### src/rtl/dclab_pkg.sv
package dclab_pkg;

  // Fixed widths of the port fields.
  localparam int OUT_W     = 11;
  localparam int IDX_W     = 10;
  localparam int CODE_W    = 2;
  localparam int EPS_W     = 34;
  localparam int MINP_W    = 11;
  localparam int CFG_IDX_W = 1;

  // Register reset values.
  localparam logic [EPS_W-1:0]  EPS_RST  = EPS_W'(100);
  localparam logic [MINP_W-1:0] MINP_RST = MINP_W'(4);

  // Register indexes on the configuration port.
  localparam logic [CFG_IDX_W-1:0] CFG_EPS  = 1'b0;
  localparam logic [CFG_IDX_W-1:0] CFG_MINP = 1'b1;

  // Command codes.
  localparam logic [CODE_W-1:0] CMD_ADD  = 2'd0;
  localparam logic [CODE_W-1:0] CMD_LOAD = 2'd1;
  localparam logic [CODE_W-1:0] CMD_RUN  = 2'd2;
  localparam logic [CODE_W-1:0] CMD_READ = 2'd3;

  // Point classes.
  localparam logic [CODE_W-1:0] CLS_UNCL  = 2'd0;
  localparam logic [CODE_W-1:0] CLS_NOISE = 2'd1;
  localparam logic [CODE_W-1:0] CLS_CLUST = 2'd2;

  // Result status codes.
  localparam logic [CODE_W-1:0] ST_OK     = 2'd0;
  localparam logic [CODE_W-1:0] ST_NOISE  = 2'd1;
  localparam logic [CODE_W-1:0] ST_FULL   = 2'd2;
  localparam logic [CODE_W-1:0] ST_BADIDX = 2'd3;

  // Datapath operations, one per cycle.
  typedef enum logic [4:0] {
    OP_NONE, OP_CLR, OP_CAPTURE, OP_STORE, OP_SCAN, OP_NOISE_P, OP_PICK,
    OP_RUN_INIT, OP_RD_P, OP_LD_REF, OP_NEXT_P, OP_ID_NEXT, OP_RD_Q,
    OP_RD_S, OP_RUN_END, OP_RD_IDX, OP_RESP
  } dp_op_t;

  // Kinds of pass over the stored points.
  typedef enum logic [2:0] {
    SC_COUNT, SC_FIND, SC_APPLY, SC_SEED, SC_EXPAND
  } scan_t;

  // Kinds of result.
  typedef enum logic [2:0] {
    RS_DONE, RS_NOISE, RS_FULL, RS_BADIDX, RS_CORE, RS_READ
  } resp_t;

  typedef struct packed {
    dp_op_t op;
    scan_t  scan;
    resp_t  resp;
  } dp_cmd_t;

  typedef struct packed {
    logic clr_done;
    logic scan_busy;
    logic full;
    logic idx_bad;
    logic uncl;
    logic core;
    logic p_done;
    logic q_done;
  } dp_sts_t;

endpackage

### src/rtl/dclab_ctrl.sv
module dclab_ctrl (
  input  logic                        clk,
  input  logic                        rst_n,
  input  logic                        start,
  input  logic [dclab_pkg::CODE_W-1:0] in_command,
  input  dclab_pkg::dp_sts_t          sts,
  output dclab_pkg::dp_cmd_t          cmd,
  output logic                        busy
);
  import dclab_pkg::*;

  typedef enum logic [19:0] {
    S_CLEAR  = 20'h00001,
    S_IDLE   = 20'h00002,
    S_DECODE = 20'h00004,
    S_A_CNT  = 20'h00008,
    S_A_CW   = 20'h00010,
    S_A_FW   = 20'h00020,
    S_A_AP   = 20'h00040,
    S_A_AW   = 20'h00080,
    S_R_TEST = 20'h00100,
    S_R_LD   = 20'h00200,
    S_R_CNT  = 20'h00400,
    S_R_CW   = 20'h00800,
    S_R_SW   = 20'h01000,
    S_R_QT   = 20'h02000,
    S_R_QS   = 20'h04000,
    S_R_QL   = 20'h08000,
    S_R_QC   = 20'h10000,
    S_R_QCW  = 20'h20000,
    S_R_QEW  = 20'h40000,
    S_RESP   = 20'h80000
  } state_t;

  state_t            state_r, state_nxt;
  resp_t             resp_r, resp_nxt;
  logic [CODE_W-1:0] code_r;

  always_ff @(posedge clk) begin
    if (!rst_n) begin
      state_r <= S_CLEAR;
      resp_r  <= RS_DONE;
    end else begin
      state_r <= state_nxt;
      resp_r  <= resp_nxt;
    end
    if (state_r == S_IDLE) begin
      code_r <= in_command;
    end
  end

  // Sequencing of the datapath operations for each command.
  always_comb begin
    state_nxt = state_r;
    resp_nxt  = resp_r;
    cmd.op    = OP_NONE;
    cmd.scan  = SC_COUNT;
    cmd.resp  = resp_r;
    unique case (state_r)
      S_CLEAR: begin
        cmd.op = OP_CLR;
        if (sts.clr_done) begin
          state_nxt = S_IDLE;
        end
      end
      S_IDLE: begin
        if (start) begin
          cmd.op    = OP_CAPTURE;
          state_nxt = S_DECODE;
        end
      end
      S_DECODE: begin
        unique case (code_r)
          CMD_ADD: begin
            if (sts.full) begin
              resp_nxt  = RS_FULL;
              state_nxt = S_RESP;
            end else begin
              cmd.op    = OP_STORE;
              state_nxt = S_A_CNT;
            end
          end
          CMD_LOAD: begin
            resp_nxt  = sts.full ? RS_FULL : RS_DONE;
            cmd.op    = sts.full ? OP_NONE : OP_STORE;
            state_nxt = S_RESP;
          end
          CMD_RUN: begin
            cmd.op    = OP_RUN_INIT;
            state_nxt = S_R_TEST;
          end
          CMD_READ: begin
            resp_nxt  = sts.idx_bad ? RS_BADIDX : RS_READ;
            cmd.op    = sts.idx_bad ? OP_NONE : OP_RD_IDX;
            state_nxt = S_RESP;
          end
        endcase
      end
      S_A_CNT: begin
        cmd.op    = OP_SCAN;
        cmd.scan  = SC_COUNT;
        state_nxt = S_A_CW;
      end
      S_A_CW: begin
        if (!sts.scan_busy) begin
          if (sts.core) begin
            cmd.op    = OP_SCAN;
            cmd.scan  = SC_FIND;
            state_nxt = S_A_FW;
          end else begin
            cmd.op    = OP_NOISE_P;
            resp_nxt  = RS_NOISE;
            state_nxt = S_RESP;
          end
        end
      end
      S_A_FW: begin
        if (!sts.scan_busy) begin
          cmd.op    = OP_PICK;
          state_nxt = S_A_AP;
        end
      end
      S_A_AP: begin
        cmd.op    = OP_SCAN;
        cmd.scan  = SC_APPLY;
        state_nxt = S_A_AW;
      end
      S_A_AW: begin
        if (!sts.scan_busy) begin
          resp_nxt  = RS_CORE;
          state_nxt = S_RESP;
        end
      end
      S_R_TEST: begin
        if (sts.p_done) begin
          cmd.op    = OP_RUN_END;
          resp_nxt  = RS_DONE;
          state_nxt = S_RESP;
        end else begin
          cmd.op    = OP_RD_P;
          state_nxt = S_R_LD;
        end
      end
      S_R_LD: begin
        if (sts.uncl) begin
          cmd.op    = OP_LD_REF;
          state_nxt = S_R_CNT;
        end else begin
          cmd.op    = OP_NEXT_P;
          state_nxt = S_R_TEST;
        end
      end
      S_R_CNT: begin
        cmd.op    = OP_SCAN;
        cmd.scan  = SC_COUNT;
        state_nxt = S_R_CW;
      end
      S_R_CW: begin
        if (!sts.scan_busy) begin
          if (sts.core) begin
            cmd.op    = OP_SCAN;
            cmd.scan  = SC_SEED;
            state_nxt = S_R_SW;
          end else begin
            cmd.op    = OP_NOISE_P;
            state_nxt = S_R_TEST;
          end
        end
      end
      S_R_SW: begin
        if (!sts.scan_busy) begin
          state_nxt = S_R_QT;
        end
      end
      S_R_QT: begin
        if (sts.q_done) begin
          cmd.op    = OP_ID_NEXT;
          state_nxt = S_R_TEST;
        end else begin
          cmd.op    = OP_RD_Q;
          state_nxt = S_R_QS;
        end
      end
      S_R_QS: begin
        cmd.op    = OP_RD_S;
        state_nxt = S_R_QL;
      end
      S_R_QL: begin
        cmd.op    = OP_LD_REF;
        state_nxt = S_R_QC;
      end
      S_R_QC: begin
        cmd.op    = OP_SCAN;
        cmd.scan  = SC_COUNT;
        state_nxt = S_R_QCW;
      end
      S_R_QCW: begin
        if (!sts.scan_busy) begin
          if (sts.core) begin
            cmd.op    = OP_SCAN;
            cmd.scan  = SC_EXPAND;
            state_nxt = S_R_QEW;
          end else begin
            state_nxt = S_R_QT;
          end
        end
      end
      S_R_QEW: begin
        if (!sts.scan_busy) begin
          state_nxt = S_R_QT;
        end
      end
      S_RESP: begin
        cmd.op    = OP_RESP;
        state_nxt = S_IDLE;
      end
      default: state_nxt = S_IDLE;
    endcase
  end

  assign busy = (state_r != S_IDLE);

  // A command is only taken up from idle.
  a_capture_idle: assert property (@(posedge clk) disable iff (!rst_n)
    (state_r == S_DECODE) |-> ($past(state_r) == S_IDLE)) else $error("decode not from idle");

  // Every result leaves the controller idle on the next cycle.
  a_resp_idle: assert property (@(posedge clk) disable iff (!rst_n)
    (state_r == S_RESP) |=> (state_r == S_IDLE)) else $error("response not followed by idle");

  // Passes are only waited on while one is running or has just been issued.
  a_scan_wait: assert property (@(posedge clk) disable iff (!rst_n)
    (cmd.op == OP_SCAN) |=> sts.scan_busy) else $error("pass did not start");

endmodule

### config.mk
export PLATFORM = sky130hd
export DESIGN_NAME = dclab_ctrl
export DESIGN_NICKNAME = d
export VERILOG_FILES = /design/src/rtl/dclab_pkg.sv /design/src/rtl/dclab_ctrl.sv
export SDC_FILE = /design/constraint.sdc
export NUM_CORES = 1
export LEC_CHECK = 0
export BUFFER_PORTS_ARGS = -buffer_cell sky130_fd_sc_hd__buf_2
export CORE_UTILIZATION = 40
export CTS_CLUSTER_DIAMETER = 40
export DETAILED_ROUTE_END_ITERATION = 8
export GPL_TIMING_DRIVEN = 0
export PLACE_DENSITY_LB_ADDON = 0.1
export SYNTH_ARGS = -nofsm -noshare
export SYNTH_HDL_FRONTEND = slang
export SYNTH_SLANG_ARGS = --single-unit
### constraint.sdc
create_clock -name clk -period 3 [get_ports clk]
set_clock_uncertainty 0.05 [all_clocks]
set_input_delay 0.45 -clock clk [delete_from_list [all_inputs] [get_ports clk]]
set_output_delay 0.45 -clock clk [all_outputs]
set_load 0.1 [all_outputs]
Yosys cells after proc, flatten, opt, wreduce, memory -nomap -nowiden
Cells that the tools add are included.

Equal/unequal tests: 36. Muxes and demuxes: 43. Reduce and logical (&&, ||, !) cells: 8.

Operators by type and width (count): $pmux 20 s18 (1); $mux 20 (11); $pmux 5 s14 (1); $pmux 20 s3 (1); $mux 3 (9); $pmux 3 s4 (2); $eq 20x1->1 const B (1); $eq 20x10->1 const B (1); $eq 20x11->1 const B (1); $eq 20x12->1 const B (1); $eq 20x13->1 const B (1); $eq 20x14->1 const B (1); $eq 20x15->1 const B (1); $eq 20x16->1 const B (1); $eq 20x17->1 const B (1); $eq 20x18->1 const B (1); $eq 20x19->1 const B (1); $eq 20x2->1 const B (1); $eq 20x20->1 const B (1); $eq 20x3->1 const B (1); $eq 20x4->1 const B (1); $eq 20x5->1 const B (1); $eq 20x6->1 const B (1); $eq 20x7->1 const B (1); 25 further kinds (44).

Register bits after elaboration: 25. Input bits: 13. Logic and storage cells: 90.

Logic depth before layout (Yosys ltp)
Word-level depth: 4. Mapped depth: 8.

Least setup slack after synthesis
Ideal clock, no wire load.

Kind: register -> output. Start point: reg state_r[13]. End point: out cmd[4] in the netlist's numbering. Data arrival time: 3.449 ns. Setup slack: -0.949 ns. Stages on the path, launching flop included: 7. Cells stage by stage: dfxtp_1 > buf_6 > nor4_4 > nand4_2 > nor3_1 > nand3b_1 > o21ai_0.

RTL lines: from (decl) (line dclab_ctrl.sv:35) `state_t state_r, state_nxt;`; from (signal assigned) (line dclab_ctrl.sv:44) `state_r <= state_nxt;`; to (decl) (line dclab_ctrl.sv:7) `output dclab_pkg::dp_cmd_t cmd,`.

==> impl_metrics.json <==
{
  "outcome": "finished clean",
  "post-route-util": 0.544,
  "async_flop_share": 0,
  "yosysTopAreaCell": "dfxtp_1",
  "fp.dieW_um": 65.7,
  "antenna_left": 0,
  "synthCells": 195,
  "rsz0062_at_grt": "yes",
  "start_kind": "flip-flop",
  "cp-end-kind": "primary output",
  "multi_input_area_um2": 1170,
  "grt_pass1_wl_um": 7530,
  "min_path_type": "in -> reg",
  "portBuffers": 23,
  "setup_ws_ns": 0.0727,
  "synth-edff-count": 2,
  "criticalPathCategory": "reg -> out",
  "routedWlPerCell_um": 17.6,
  "worstMarginPinSlew_ns": 0.593,
  "gp_congestion": 0.936,
  "synthTopCellsByCount": "nand2_1, dfxtp_1, nor2_1, nor3_1, a21oi_1",
  "root_buffer": "clkbuf_8",
  "htreeDepth": 1,
  "cts_buffers": 3,
  "synth_ff_type": "dfxtp_1",
  "min_to": "state_r[3]",
  "tritoncts": "yes",
  "synth.distinct_cells": 52,
  "die_h_um": 65.7,
  "p_int_mw": 0.488,
  "path_max_fanout": 5,
  "grt_pass1_vias": 1533,
  "p_total_mw": 0.715,
  "drc_errors": 0,
  "yosys_register_bits": 25,
  "synth_area_leaders": "dfxtp_1, nand2_1, nor3_1, nor4_4, nand2b_1",
  "synth_top_family_by_area": "simple AND/OR/NAND/NOR gates",
  "worst-endpoint-required_ns": 2.50,
  "grt_overflow": 0,
  "r2r_cells": 8,
  "via_count": 1653,
  "cp_slowest_stage_delay_ns": 0.50,
  "syn-cell-area_um2": 1620,
  "grt_use_total": 0.232,
  "synth_top_area_share": 0.284,
  "path_clk_slew_ns": 0.10,
  "clkPwrFrac": 0.288,
  "yosys.area_share.simple": 0.439,
  "max_cap_violations": 0,
  "first_pass_iters": 4,
  "finalSetupViolations": 0,
  "period_needed_ns": 2.93,
  "crit_chain": "nor4_4 > nand4_1 > nor3_2 > nand3b_1 > o2111ai_1 > or4_4 > buf_6",
  "slew_headroom": 0.605,
  "grt_max_degree": 15,
  "drive_gt1_frac": 0.330,
  "layout_worst_path_cycle_share": 0.976,
  "synth_fa_ha_area_frac": 0,
  "insertion_delay_ns": 0.27,
  "core_um2": 3770,
  "stdcell_count": 275,
  "design_area_um2": 2050,
  "wirelength_um": 4850,
  "synth_compound_area_frac": 0.167,
  "initial_utilization": 0.430,
  "register_area_um2": 531,
  "synthXorXnorAreaFrac": 0.00540,
  "clkSinkCount": 25,
  "cts.path.max_buffers": 2,
  "drv_slew": 0,
  "synth.area.mux_share": 0.0370,
  "finalNetCount": 241,
  "antenna_found_initial": 0,
  "finalHoldViolations": 0,
  "hold_depth": 2,
  "place_area_um2": 1810,
  "regToRegSetupSlack_ns": 0.57,
  "place_inst": 266,
  "p_per_area_nw_per_um2": 348,
  "arrival_ns": 2.43,
  "synth_warnings": 0,
  "hpwl_um": 3490,
  "peakVddDrop_mv": 0.175,
  "syn_avg_cell_area_um2": 8.32,
  "r2r-end": "state_r[12]",
  "power_switching_mw": 0.227,
  "cp_slowest_cell": "nor4_4",
  "hold_start": "sts[5]",
  "pwr-share-seq": 0.497,
  "n_antenna_cell": 0,
  "ys_seq_area_frac": 0.321,
  "yosysMostFrequentCell": "nand2_1",
  "dp_slack_ns": -0.259,
  "rows": 22,
  "ctsHoldBuffers": 0,
  "vias_per_cell": 6.01,
  "area_growth_pct": 26.4,
  "power_frac_comb": 0.215,
  "r2r_start": "state_r[12]",
  "boundaryPins": 25,
  "leakage_nw": 0.834,
  "drt_iter0_drc": 131,
  "die_area_um2": 4320,
  "fillCellCount": 335,
  "swShare": 0.317,
  "max_freq_mhz": 342,
  "syn_nets": 208
}
-- cell type report --
cell class / instances / share of cell area
clock inverters: 1 / 0.00244
well taps: 48 / 0.0293
inverters: 6 / 0.0110
flip-flops and latches: 25 / 0.259
plain buffers: 5 / 0.0128
multi-input cells: 159 / 0.569
repair buffers: 28 / 0.0970
clock buffers: 3 / 0.0201
-- logic make-up (layout without fill, tap and decap cells) --
group,count (synthesis),after routing
mux,6,6
xor+xnor,1,1
compound gates,38,38
flops,25,25
buf+inv,11,43
simple gates,114,114
-- sequential cells by signal, indices dropped and copies added, names as in the netlist --
signal	count
code_r	2
resp_r	3
state_r	20
-- power groups by stage --
| stage | combinational [mW] | sequential (mW) | clock, mW |
|---|---|---|---|
| floorplan | 0.0999 | 0.361 | 0 |
| global placement | 0.134 | 0.360 | 0 |
| detailed placement | 0.135 | 0.361 | 0 |
| CTS | 0.141 | 0.354 | 0.207 |
| global route | 0.163 | 0.357 | 0.219 |
| finish | 0.153 | 0.356 | 0.206 |
-- cell usage in the layout, fill, tap and decap left out, drive strengths merged, types with 3 or more instances in the layout --
master  netlist  layout
mux2i         6       6
clkbuf        3       7
nand2        24      24
nand3b        4       4
a21oi        11      11
or2           3       3
nor2         16      16
or3           3       3
buf           2      29
nand2b       10      10
inv           6       6
and4b         3       3
nor4          6       6
a311oi        3       3
o21ai         7       7
or4           3       3
nor3         17      17
nand4         3       3
dfxtp        23      23
nand3         9       9
-- worst max-delay path: cells and delay by family (launching register included) --
| kind | cells | cell delay (ns) |
|---|---|---|
| AO/OA/AOI/OAI | 1 | 0.17 |
| buffers and inverters | 1 | 0.21 |
| flip-flops | 1 | 0.37 |
| AND/OR/NAND/NOR | 5 | 1.40 |
-- worst max path at each step --
stage	endpoint	startpoint	slack (ns)
final	cmd[8]	state_r[12]	0.07
after CTS	cmd[8]	state_r[13]	0.001
after floorplan	cmd[6]	state_r[8]	0.06
after global placement	cmd[6]	state_r[8]	-0.27
after detailed placement	cmd[6]	state_r[8]	-0.26
after global routing	cmd[3]	state_r[0]	-0.007
-- per-layer routing --
layer  vias up  track usage  wire length [um]
met4         0       0.0571                73
met3         9       0.0313               239
li1        794            -                 -
met2        58        0.374              2220
met5         -            0                 0
met1       792        0.324              2310
-- metrics by stage --
stage,hold WS [ns],TNS (ns)
floorplan,0.432,0
global placement,0.392,-0.528
detailed placement,0.402,-0.523
CTS,0.286,0
global route,0.291,-0.00915
finish,0.285,0
-- timing repair --
item	CTS	global route
setup endpoints to repair	5	6
resized for setup	15	26
pin swaps	0	8
buffers inserted	3	2
hold endpoints to repair	0	0
(Power assumes the default switching activity.)
